--- config.mk ---
export PLATFORM = sky130hd
export DESIGN_NAME = char_lcd_nibble_sequencer_core
export DESIGN_NICKNAME = d
export VERILOG_FILES = /design/src/sv/clns_pkg.sv /design/src/sv/clns_front.sv /design/src/sv/clns_queue.sv /design/src/sv/clns_back.sv /design/src/sv/char_lcd_nibble_sequencer_core.sv
export SDC_FILE = /design/constraint.sdc
export NUM_CORES = 1
export LEC_CHECK = 0
export BUFFER_PORTS_ARGS = -buffer_cell sky130_fd_sc_hd__buf_2
export CAP_MARGIN = 10
export CORE_MARGIN = 4
export CORE_UTILIZATION = 30
export CTS_BUF_LIST = sky130_fd_sc_hd__clkbuf_16
export DETAILED_ROUTE_END_ITERATION = 16
export PLACE_DENSITY = 0.49
export SLEW_MARGIN = 20
export SYNTH_ARGS = -nofsm -noshare
export SYNTH_HDL_FRONTEND = slang
export SYNTH_HIERARCHICAL = 1
export SYNTH_SLANG_ARGS = --single-unit
--- constraint.sdc ---
create_clock -name clock -period 3 [get_ports clock]
set_clock_uncertainty 0.2 [all_clocks]
set_input_delay 0 -clock clock [delete_from_list [all_inputs] [get_ports clock]]
set_output_delay 0 -clock clock [all_outputs]
set_load 0.02 [all_outputs]
--- src/sv/clns_pkg.sv ---
package clns_pkg;

   // Request opcodes
   typedef enum logic [1:0] {
      OP_PUT_CHAR = 2'd0,
      OP_GOTO     = 2'd1,
      OP_INIT     = 2'd2,
      OP_NONE     = 2'd3
   } opcode_type;

   // Control register indexes
   typedef enum logic [1:0] {
      CSR_LINES_MODE      = 2'd0,
      CSR_LINE_TWO_BASE   = 2'd1,
      CSR_DISPLAY_CONTROL = 2'd2,
      CSR_ENTRY_MODE      = 2'd3
   } csr_index_type;

   // Special characters
   localparam logic [7:0] CHAR_FORM_FEED = 8'h0C;
   localparam logic [7:0] CHAR_NEWLINE   = 8'h0A;
   localparam logic [7:0] CHAR_BACKSPACE = 8'h08;

   // Display commands
   localparam logic [7:0] CMD_CLEAR        = 8'h01;
   localparam logic [7:0] CMD_CURSOR_LEFT  = 8'h10;
   localparam logic [7:0] CMD_FUNCTION_SET = 8'h20;
   localparam logic [7:0] CMD_SET_ADDRESS  = 8'h80;

   // Wake sequence nibbles
   localparam logic [3:0] NIB_WAKE      = 4'h3;
   localparam logic [3:0] NIB_FOUR_BIT  = 4'h2;

   // Waits in microseconds
   localparam logic [13:0] WAIT_POWER_US = 14'd15000;
   localparam logic [12:0] WAIT_WAKE_US  = 13'd5000;
   localparam logic [12:0] WAIT_CLEAR_US = 13'd2000;

   // Init sequence layout
   localparam int         STEP_W         = 4;
   localparam logic [3:0] INIT_WAKE_LAST = 4'd2;  // last wake 3 with 5 ms wait
   localparam logic [3:0] INIT_FOUR_BIT  = 4'd3;
   localparam logic [3:0] INIT_BYTES_AT  = 4'd4;
   localparam logic [3:0] INIT_LAST      = 4'd11;

   // Register reset values
   localparam logic [1:0] LINES_MODE_RST      = 2'd2;
   localparam logic [6:0] LINE_TWO_BASE_RST   = 7'd64;
   localparam logic [7:0] DISPLAY_CONTROL_RST = 8'd12;
   localparam logic [7:0] ENTRY_MODE_RST      = 8'd6;

   // Work queue between front and back
   localparam int QUEUE_DEPTH = 2;
   localparam int QUEUE_PTR_W = $clog2(QUEUE_DEPTH);
   localparam int QUEUE_CNT_W = $clog2(QUEUE_DEPTH + 1);

   typedef struct packed {
      logic [1:0] lines_mode;
      logic [6:0] line_two_base;
      logic [7:0] display_control;
      logic [7:0] entry_mode;
   } cfg_type;

   // One classified job: either a single byte or the init sequence
   typedef struct packed {
      logic       is_init;
      logic [7:0] data_byte;
      logic       rs;
      logic       clear_wait;
   } job_type;

   typedef struct packed {
      logic [3:0]  nibble;
      logic        rs;
      logic [13:0] wait_before;
      logic [12:0] wait_after;
      logic        last;
   } nib_type;

   typedef struct packed {
      logic full;
      logic empty;
   } q_status_type;

endpackage

--- src/sv/clns_front.sv ---
module clns_front
   import clns_pkg::*;
(
   input  logic       req_push,
   input  logic [1:0] req_opcode,
   input  logic [7:0] req_char_code,
   input  logic [7:0] req_column,
   input  logic [7:0] req_row,
   input  cfg_type    cfg,
   input  logic       q_full,
   output logic       q_push,
   output job_type    q_job
);

   logic       job_valid;
   logic [7:0] row_base;
   logic [7:0] goto_addr;

   // Goto address wraps at 8 bits
   assign row_base  = (req_row == 8'd1) ? 8'd0 : {1'b0, cfg.line_two_base};
   assign goto_addr = row_base + req_column - 8'd1;

   // Classify the request into one job
   always_comb begin
      job_valid        = 1'b1;
      q_job.is_init    = 1'b0;
      q_job.data_byte  = req_char_code;
      q_job.rs         = 1'b0;
      q_job.clear_wait = 1'b0;
      unique case (opcode_type'(req_opcode))
         OP_PUT_CHAR: begin
            priority if (req_char_code == CHAR_FORM_FEED) begin
               q_job.data_byte  = CMD_CLEAR;
               q_job.clear_wait = 1'b1;
            end else if (req_char_code == CHAR_NEWLINE) begin
               q_job.data_byte = CMD_SET_ADDRESS | {1'b0, cfg.line_two_base};
            end else if (req_char_code == CHAR_BACKSPACE) begin
               q_job.data_byte = CMD_CURSOR_LEFT;
            end else begin
               q_job.rs = 1'b1;
            end
         end
         OP_GOTO: begin
            q_job.data_byte = CMD_SET_ADDRESS | goto_addr;
         end
         OP_INIT: begin
            q_job.is_init = 1'b1;
         end
         OP_NONE: begin
            job_valid = 1'b0;
         end
         default: begin
            job_valid = 1'b0;
         end
      endcase
   end

   // Drop unused opcodes and requests made while the queue is full; enqueue the rest
   assign q_push = req_push & ~q_full & job_valid;

endmodule

--- src/sv/clns_queue.sv ---
module clns_queue
   import clns_pkg::*;
(
   input  logic         clock,
   input  logic         reset,
   input  logic         push,
   input  job_type      wr_job,
   input  logic         pop,
   output job_type      rd_job,
   output q_status_type status
);

   job_type                slot_ff [QUEUE_DEPTH];
   logic [QUEUE_PTR_W-1:0] wr_ptr_ff, wr_ptr_in;
   logic [QUEUE_PTR_W-1:0] rd_ptr_ff, rd_ptr_in;
   logic [QUEUE_CNT_W-1:0] count_ff, count_in;
   logic                   do_push, do_pop;

   assign status.full  = (count_ff == QUEUE_CNT_W'(QUEUE_DEPTH));
   assign status.empty = (count_ff == '0);
   assign do_push      = push & ~status.full;
   assign do_pop       = pop & ~status.empty;
   assign rd_job       = slot_ff[rd_ptr_ff];

   // Advance pointers with wrap at the depth
   always_comb begin
      wr_ptr_in = wr_ptr_ff;
      rd_ptr_in = rd_ptr_ff;
      count_in  = count_ff;
      if (do_push) begin
         wr_ptr_in = (wr_ptr_ff == QUEUE_PTR_W'(QUEUE_DEPTH - 1)) ? '0 : wr_ptr_ff + 1'b1;
      end
      if (do_pop) begin
         rd_ptr_in = (rd_ptr_ff == QUEUE_PTR_W'(QUEUE_DEPTH - 1)) ? '0 : rd_ptr_ff + 1'b1;
      end
      if (do_push & ~do_pop) begin
         count_in = count_ff + 1'b1;
      end else if (do_pop & ~do_push) begin
         count_in = count_ff - 1'b1;
      end
   end

   always_ff @(posedge clock) begin
      if (reset) begin
         wr_ptr_ff <= '0;
         rd_ptr_ff <= '0;
         count_ff  <= '0;
      end else begin
         wr_ptr_ff <= wr_ptr_in;
         rd_ptr_ff <= rd_ptr_in;
         count_ff  <= count_in;
      end
   end

   // Store the pushed job
   always_ff @(posedge clock) begin
      if (do_push) begin
         slot_ff[wr_ptr_ff] <= wr_job;
      end
   end

endmodule

--- src/sv/clns_back.sv ---
module clns_back
   import clns_pkg::*;
(
   input  logic         clock,
   input  logic         reset,
   input  cfg_type      cfg,
   input  job_type      q_job,
   input  q_status_type q_status,
   output logic         q_pop,
   input  logic         out_pop,
   output logic         out_valid,
   output nib_type      out_nib
);

   logic                busy_ff, busy_in;
   logic [STEP_W-1:0]   step_ff, step_in;
   job_type             job_ff, job_in;
   logic                out_valid_ff, out_valid_in;
   nib_type             out_ff, out_in;
   nib_type             cur;
   logic                can_load;
   logic                emit;
   logic [STEP_W-1:0]   init_pos;
   logic [7:0]          init_byte;

   assign can_load = ~out_valid_ff | out_pop;
   assign emit     = busy_ff & can_load;
   assign init_pos = step_ff - INIT_BYTES_AT;

   // Pick the setup byte of the init sequence
   always_comb begin
      unique case (init_pos[2:1])
         2'd0:    init_byte = CMD_FUNCTION_SET | {4'd0, cfg.lines_mode, 2'd0};
         2'd1:    init_byte = cfg.display_control;
         2'd2:    init_byte = CMD_CLEAR;
         default: init_byte = cfg.entry_mode;
      endcase
   end

   // Form the nibble for the current step
   always_comb begin
      cur.rs          = 1'b0;
      cur.wait_before = '0;
      cur.wait_after  = '0;
      if (job_ff.is_init) begin
         cur.last = (step_ff == INIT_LAST);
         if (step_ff < INIT_BYTES_AT) begin
            cur.nibble = (step_ff == INIT_FOUR_BIT) ? NIB_FOUR_BIT : NIB_WAKE;
            if (step_ff == '0) begin
               cur.wait_before = WAIT_POWER_US;
            end
            if (step_ff <= INIT_WAKE_LAST) begin
               cur.wait_after = WAIT_WAKE_US;
            end
         end else begin
            cur.nibble = init_pos[0] ? init_byte[3:0] : init_byte[7:4];
         end
      end else begin
         cur.last   = step_ff[0];
         cur.rs     = job_ff.rs;
         cur.nibble = step_ff[0] ? job_ff.data_byte[3:0] : job_ff.data_byte[7:4];
         if (step_ff[0] & job_ff.clear_wait) begin
            cur.wait_after = WAIT_CLEAR_US;
         end
      end
   end

   // Take the next job when idle or on the last nibble of this one
   assign q_pop = ~q_status.empty & (~busy_ff | (emit & cur.last));

   always_comb begin
      busy_in      = busy_ff;
      step_in      = step_ff;
      job_in       = job_ff;
      out_valid_in = out_valid_ff & ~out_pop;
      out_in       = out_ff;
      if (emit) begin
         out_valid_in = 1'b1;
         out_in       = cur;
         step_in      = step_ff + 1'b1;
         if (cur.last) begin
            busy_in = 1'b0;
         end
      end
      if (q_pop) begin
         busy_in = 1'b1;
         step_in = '0;
         job_in  = q_job;
      end
   end

   always_ff @(posedge clock) begin
      if (reset) begin
         busy_ff      <= 1'b0;
         step_ff      <= '0;
         out_valid_ff <= 1'b0;
      end else begin
         busy_ff      <= busy_in;
         step_ff      <= step_in;
         out_valid_ff <= out_valid_in;
      end
   end

   // Hold job and result words
   always_ff @(posedge clock) begin
      job_ff <= job_in;
      out_ff <= out_in;
   end

   assign out_valid = out_valid_ff;
   assign out_nib   = out_ff;

endmodule

--- src/sv/char_lcd_nibble_sequencer_core.sv ---
// Character LCD request sequencer for a 4-bit bus. Each request word becomes
// nibble words, high nibble first: two for a character or goto, twelve for init.
// The back end emits one nibble per cycle unless a result waits to be popped;
// a two-entry work queue lets the front keep taking requests while results
// wait to be popped. Unused opcode 3 is dropped.
// Control registers are to be written only while the block is idle.
module char_lcd_nibble_sequencer_core
   import clns_pkg::*;
(
   input  logic        clock,
   input  logic        reset,
   input  logic        req_push,
   output logic        req_full,
   input  logic [1:0]  req_opcode,
   input  logic [7:0]  req_char_code,
   input  logic [7:0]  req_column,
   input  logic [7:0]  req_row,
   output logic        rsp_empty,
   input  logic        rsp_pop,
   output logic [3:0]  rsp_nibble,
   output logic        rsp_register_select,
   output logic [13:0] rsp_wait_before_us,
   output logic [12:0] rsp_wait_after_us,
   output logic        rsp_last,
   input  logic        csr_we,
   input  logic [1:0]  csr_index,
   input  logic [7:0]  csr_wdata
);

   cfg_type      cfg_ff, cfg_in;
   logic         q_push, q_pop;
   job_type      q_wr_job, q_rd_job;
   q_status_type q_status;
   logic         out_valid;
   nib_type      out_nib;

   // Apply control register writes
   always_comb begin
      cfg_in = cfg_ff;
      if (csr_we) begin
         unique case (csr_index_type'(csr_index))
            CSR_LINES_MODE:      cfg_in.lines_mode      = csr_wdata[1:0];
            CSR_LINE_TWO_BASE:   cfg_in.line_two_base   = csr_wdata[6:0];
            CSR_DISPLAY_CONTROL: cfg_in.display_control = csr_wdata;
            CSR_ENTRY_MODE:      cfg_in.entry_mode      = csr_wdata;
            default:             cfg_in = cfg_ff;
         endcase
      end
   end

   always_ff @(posedge clock) begin
      if (reset) begin
         cfg_ff.lines_mode      <= LINES_MODE_RST;
         cfg_ff.line_two_base   <= LINE_TWO_BASE_RST;
         cfg_ff.display_control <= DISPLAY_CONTROL_RST;
         cfg_ff.entry_mode      <= ENTRY_MODE_RST;
      end else begin
         cfg_ff <= cfg_in;
      end
   end

   clns_front u_front (
      .req_push      (req_push),
      .req_opcode    (req_opcode),
      .req_char_code (req_char_code),
      .req_column    (req_column),
      .req_row       (req_row),
      .cfg           (cfg_ff),
      .q_full        (q_status.full),
      .q_push        (q_push),
      .q_job         (q_wr_job)
   );

   clns_queue u_queue (
      .clock  (clock),
      .reset  (reset),
      .push   (q_push),
      .wr_job (q_wr_job),
      .pop    (q_pop),
      .rd_job (q_rd_job),
      .status (q_status)
   );

   clns_back u_back (
      .clock     (clock),
      .reset     (reset),
      .cfg       (cfg_ff),
      .q_job     (q_rd_job),
      .q_status  (q_status),
      .q_pop     (q_pop),
      .out_pop   (rsp_pop),
      .out_valid (out_valid),
      .out_nib   (out_nib)
   );

   assign req_full            = q_status.full;
   assign rsp_empty           = ~out_valid;
   assign rsp_nibble          = out_nib.nibble;
   assign rsp_register_select = out_nib.rs;
   assign rsp_wait_before_us  = out_nib.wait_before;
   assign rsp_wait_after_us   = out_nib.wait_after;
   assign rsp_last            = out_nib.last;

`ifndef SYNTHESIS
   // Data writes never carry waits
   a_data_no_wait: assert property (@(posedge clock) disable iff (reset)
      (!rsp_empty && rsp_register_select) |->
         (rsp_wait_before_us == 14'd0 && rsp_wait_after_us == 13'd0))
      else $error("data nibble carries a wait");

   // Power-on wait only on a wake command nibble
   a_power_wait: assert property (@(posedge clock) disable iff (reset)
      (!rsp_empty && rsp_wait_before_us != 14'd0) |->
         (rsp_nibble == NIB_WAKE && !rsp_register_select && !rsp_last))
      else $error("power-on wait on wrong nibble");

   // Nothing waits right after reset
   a_reset_empty: assert property (@(posedge clock)
      $past(reset) |-> (rsp_empty && !req_full))
      else $error("result queue not empty after reset");
`endif

endmodule
Word level (Yosys, flattened, before mapping). Memories as Yosys holds them, arrays and structs flattened. A register that Yosys moved wholly into a read port is not among the register bits. Index checks and enable logic that the tools add are counted.

Memory bits (writable): 22. Register bits after elaboration: 68. Bits of input ports: 41. Memories kept: 1. Logic and storage cells: 109.

Memories: u_queue.slot_ff (words 2, bits a word 11, rd ports 1, clocked after memory_dff 1, wr ports 1, line clns_queue.sv:13) `job_type slot_ff [QUEUE_DEPTH];`.

Reductions and logical operators: 15. Add/sub/neg operators: 8. $lt $le $gt $ge: 2. Muxes and demuxes: 33. Equality and inequality tests: 15. Bitwise gates (word level): 20.

Operators by type and width (count): $mux W14 (2); $mux W13 (2); $eq A8 B4 Y1 const B (3); $mux W8 (3); $pmux W8 S3 (1); $mux W4 (4); $pmux W8 S2 (1); $mux W1 (15); $eq A2 B2 Y1 const B (6); $reduce_and A2 Y1 (6); $and A1 B1 Y1 (11); $mux W11 (1); $eq A8 B1 Y1 const B (1); $logic_not A2 Y1 (4); $add A7 B7 Y7 (1); $mux W7 (1); $not A1 Y1 (7); $sub A7 B1 Y7 const B (1); $eq A2 B1 Y1 const B (3); $mux W2 (3); $reduce_bool A2 Y1 (3); $add A4 B1 Y4 const B (1); $eq A4 B2 Y1 const B (1); $eq A4 B4 Y1 const B (1); 9 further kinds (11).

Longest topological paths before layout.
Depth in word-level cells: 11. Depth in mapped cells: 13. Depth with buffers taken out: 13.

Modules after synthesis. The synthesis kept the hierarchy.

By module, submodules not included: clns_back (times used 1, seq. area each 780.7 um^2, area an instance 1516.5 um^2, cells each 132); char_lcd_nibble_sequencer_core (times used 1, seq. area each 500.5 um^2, area an instance 1039.7 um^2, cells each 101); clns_queue (times used 1, seq. area each 760.7 um^2, area an instance 1007.2 um^2, cells each 59); clns_front (times used 1, seq. area each 0.0 um^2, area an instance 665.6 um^2, cells each 99).

Least setup slack after synthesis. No wires, ideal clock.

Kind: reg2reg. Start point: register u_back.step_ff[1]. End point: register u_queue.count_ff[1]. Arrival: 2.487 ns. Required time: 2.730 ns. Clock period less this slack: 2.757 ns. Path slack: 0.243 ns. Stages on the path, launching flop included: 9. Cell sequence: dfxtp_1 -> ha_1 -> nand4b_2 -> and2_4 -> o31ai_4 -> o21ai_0 -> ha_1 -> or3_1 -> a21oi_1.

Word-level cells in the longest chain between the ends: 9. Elaborated cells between the ends (all ways): 11. Those cells by class: 1 x eq/ne; 2 x mux; 7 x bitwise; 1 x reduce/logical.

Ends and longest elaborated chain: start: declaration (line clns_back.sv:16) `logic [STEP_W-1:0] step_ff, step_in;`; start signal: assignment (line clns_back.sv:99) `step_ff <= step_in;`; $eq A4 B4 Y1 (*) (line clns_back.sv:46) `cur.last = (step_ff == INIT_LAST);`; $mux W14 (*) (line clns_back.sv:45) `if (job_ff.is_init) begin`; $and A1 B1 Y1 (*) (line clns_back.sv:69) `assign q_pop = ~q_status.empty & (~busy_ff | (emit & cur.last));`; $or A1 B1 Y1 (*) (line clns_back.sv:69); $and A1 B1 Y1 (*) (line clns_back.sv:69); named net q_pop (line char_lcd_nibble_sequencer_core.sv:31) `logic q_push, q_pop;`; $and A1 B1 Y1 (*) (line clns_queue.sv:22) `assign do_pop = pop & ~status.empty;`; $not A1 Y1 (line clns_queue.sv:36) `if (do_push & ~do_pop) begin`; $and A1 B1 Y1 (line clns_queue.sv:36); $mux W2 or $reduce_bool A2 Y1 (tied branches); end signal: assignment (line clns_queue.sv:51) `count_ff <= count_in;`; end: declaration (line clns_queue.sv:16) `logic [QUEUE_CNT_W-1:0] count_ff, count_in;`.

The timed path passes the listed nets; every way through them passes the cells marked *. A chain may end at the register's enable or synchronous reset.

Final worst setup path.
Start point: register, netlist name u_back/job_ff[10]. End point: register u_queue.count_ff[1].

Word-level cells in the longest chain between the ends: 8. Elaborated cells between the ends (all ways): 10. Those cells by class: 2 x mux; 7 x bitwise; 1 x reduce/logical.

Ends and longest elaborated chain (line): $mux W14 (*) (clns_back.sv:45); $and A1 B1 Y1 (*) (clns_back.sv:69); $or A1 B1 Y1 (*) (clns_back.sv:69); $and A1 B1 Y1 (*) (clns_back.sv:69); named net q_pop (char_lcd_nibble_sequencer_core.sv:31); $and A1 B1 Y1 (*) (clns_queue.sv:22); $not A1 Y1 (clns_queue.sv:36); $and A1 B1 Y1 (clns_queue.sv:36); $mux W2 or $reduce_bool A2 Y1 (tied branches).

Marked as above.

==> impl_metrics.env <==
export IMPL_cpMaxStageDelayCell="edfxtp_1"
export IMPL_dieHeight_um=127
export IMPL_path_class="flip-flop to flip-flop"
export IMPL_antenna_found_initial=0
export IMPL_drt_first_pass_iters=4
export IMPL_p_leak_nw=2.13
export IMPL_io_buffer_count=62
export IMPL_grt_max_degree=49
export IMPL_cts_max_level=3
export IMPL_cp_arrival_ns=2.61
export IMPL_synth_top_cell_area_share_pct=31.2
export IMPL_core_area_um2=13800
export IMPL_fin_nets=527
export IMPL_numCtsBuffers=9
export IMPL_hold_path_class="input pin to flip-flop"
export IMPL_dp_hpwl_mm=6.37
export IMPL_required_ns=3.05
export IMPL_rsz0062_at_grt="no"
export IMPL_rows=43
export IMPL_drt_drc_violations_left=0
export IMPL_wl_mm=8.58
export IMPL_areaGrowthSynthToFinish_pct=22.0
export IMPL_yosysUniqueCellTypes=63
export IMPL_gp_congestion=0.762
export IMPL_cts_buffer_depth=2
export IMPL_grt_total_usage_pct=11.0
export IMPL_synth_cells=391
export IMPL_overflow=0
export IMPL_critPathMaxStageDelay_ns=0.61
export IMPL_synth_area_um2=4230
export IMPL_swShare_pct=31.6
export IMPL_drive_gt1_share_pct=22.5
export IMPL_power_total_mw=3.59
export IMPL_p_per_area_nw_per_um2=696
export IMPL_die_w_um=127
export IMPL_seqPwrFrac_pct=43.4
export IMPL_fin_cells=656
export IMPL_avgSynthCellArea_um2=10.8
export IMPL_post_cts_buffers=0
export IMPL_combPwrFrac_pct=27.8
export IMPL_grt_pass1_wl_mm=14.3
export IMPL_ios=76
export IMPL_vias_per_cell=4.49
export IMPL_cts_tree="yes"
export IMPL_cp_start_kind="flip-flop"
export IMPL_dieArea_um2=16100
export IMPL_final_common_cell="buf_2"
export IMPL_critPathMaxFanout=11
export IMPL_ctsRootBufferMaster="clkbuf_16"
export IMPL_synth_area_leaders="edfxtp_1 (31%), dfxtp_1 (17%), mux2i_1 (7.8%)"
export IMPL_switchingPower_mw=1.14
export IMPL_grt_pass1_vias=2949
export IMPL_worstPathCellList="nand4b_2, and2_4, o31ai_4, o21ai_0, ha_1, or3_1, a21oi_1"
export IMPL_min_delay_path_depth=4
export IMPL_drtIter0Drc=136
export IMPL_cts_hold_buf=27
export IMPL_cts_repair_resized=0
export IMPL_antennaDiodeCount=0
export IMPL_ant_nets=0
export IMPL_path_clk_slew_ns=0.06
export IMPL_mostFrequentLayoutCells="buf_2 (62), edfxtp_1 (44), dfxtp_1 (36), mux2i_1 (33), inv_1 (32)"
export IMPL_ys_async_sr_fraction_pct=0
export IMPL_fin_crit_sh_pct=85.4
export IMPL_cts_sinks=80
export IMPL_ys_flop_type="edfxtp_1"
export IMPL_seq_area_frac_synth_pct=48.3
export IMPL_synth_edf_count=44
export IMPL_p_int_mw=2.46
export IMPL_critical_path_endpoint_type="flip-flop"
export IMPL_wl_per_cell_um=13.1
export IMPL_yosysWarnings=6
export IMPL_dp_cells=613
export IMPL_min_period_ns=2.56
export IMPL_vias=2943
export IMPL_clock_latency_ns=0.33
export IMPL_reg2regPathDepth=7
export IMPL_yosysTopAreaCell="edfxtp_1"
export IMPL_setup_viol_count_final=0
export IMPL_final_hold_viol_count=0
export IMPL_maxSlewHeadroom_pct=49.1
export IMPL_ys_ff_latch=80
export IMPL_p_clk_share_pct=28.8
export IMPL_fmax_mhz=390
export IMPL_max_vdd_ir_drop_v=0.000335
export IMPL_tightestPinTransition_ns=0.764
export IMPL_status="finished clean"
export IMPL_start_util_pct=30.6
export IMPL_fin_setup_tns_ns=0
export IMPL_slew_violations=0
export IMPL_max_cap_violations=0
export IMPL_whs_ns=0.00748
[sequential cells by signal, indices dropped and copies added, names as in the netlist, named ones only]
register	cells
u_queue/count_ff	2
cfg_ff	25
u_back/step_ff	4
u_queue/slot_ff	22
u_queue/wr_ptr_ff	1
u_back/out_nib	11
u_back/busy_ff	1
u_back/out_valid	1
u_back/job_ff	11
u_queue/rd_ptr_ff	1
[cell type report]
type                       count  area [um^2]
clock buffer                  10          250
fill                        1376         8670
clock inverter                 6         42.5
tap                          180          225
timing repair buffer          93          611
inverter                      32          120
multi-input combinational    255         1870
sequential                    80         2040
[cell usage after synthesis, types with 4 or more instances]
library cell  count
o21ai_0          11
xor2_1            7
nor2b_1           6
ha_1             14
nand2_1          19
a21oi_1          17
mux2_2           11
o211ai_1          5
o21ai_1           5
buf_4            25
edfxtp_1         44
inv_1            31
nor2_1           25
nand2b_1         28
dfxtp_1          36
a211oi_1          5
mux2i_1          33
buf_2             4
[routing by layer]
metal / up-vias / global-route usage [%] / part of all wire, %
li1: 1503 / - / -
met1: 1354 / 14.6 / 47
met2: 74 / 18.3 / 47
met3: 12 / 1.68 / 3.8
met4: 0 / 3.85 / 1.6
met5: - / 0 / 0
[stage by stage]
step                utilization, %  instance area [um^2]  worst slack [ns]
floorplan                        -                  4270             0.243
global placement              33.2                  4600             0.400
detailed placement            33.2                  4600             0.287
CTS                           37.3                  5160             0.425
global route                  37.3                  5160             0.300
finish                        37.3                  5160             0.438
[cell families (layout without fill, tap and decap cells)]
kind of cell	count (synthesis)	after routing	share of synthesized area, %
other	1	12	0.0887
adder cells (fa/ha/maj)	15	15	4.62
multiplexers	45	45	11.1
XOR/XNOR	9	9	2.04
AND/OR/NAND/NOR	108	108	14.6
flip-flops	80	80	48.3
buffers and inverters	67	141	8.52
AO/OA/AOI/OAI	66	66	10.8
[critical path, delay by kind of cell, from the launching register on]
kind                     cells  cell delay, ns
flip-flops                   1            0.61
AO/OA/AOI/OAI                3            0.51
adder cells (fa/ha/maj)      1            0.37
AND/OR/NAND/NOR              3            0.79
[power by group through the flow]
stage | combinational, mW | sequential, mW | clock, mW
global route | 1.10 | 1.59 | 1.12
floorplan | 0.740 | 1.60 | 0
global placement | 0.968 | 1.58 | 0
CTS | 1.01 | 1.57 | 1.06
finish | 0.999 | 1.56 | 1.03
detailed placement | 0.978 | 1.59 | 0
[final timing paths]
kind,from,to,slack (ns)
max,u_back/job_ff[10],u_queue/count_ff[1],0.44
min,req_column[0],u_queue/slot_ff[0][2],0.007
max reg2reg,u_back/job_ff[10],u_queue/count_ff[1],0.44
min reg2reg,cfg_ff[3],cfg_ff[3],0.28
Power figures use the tool's default switching activity.
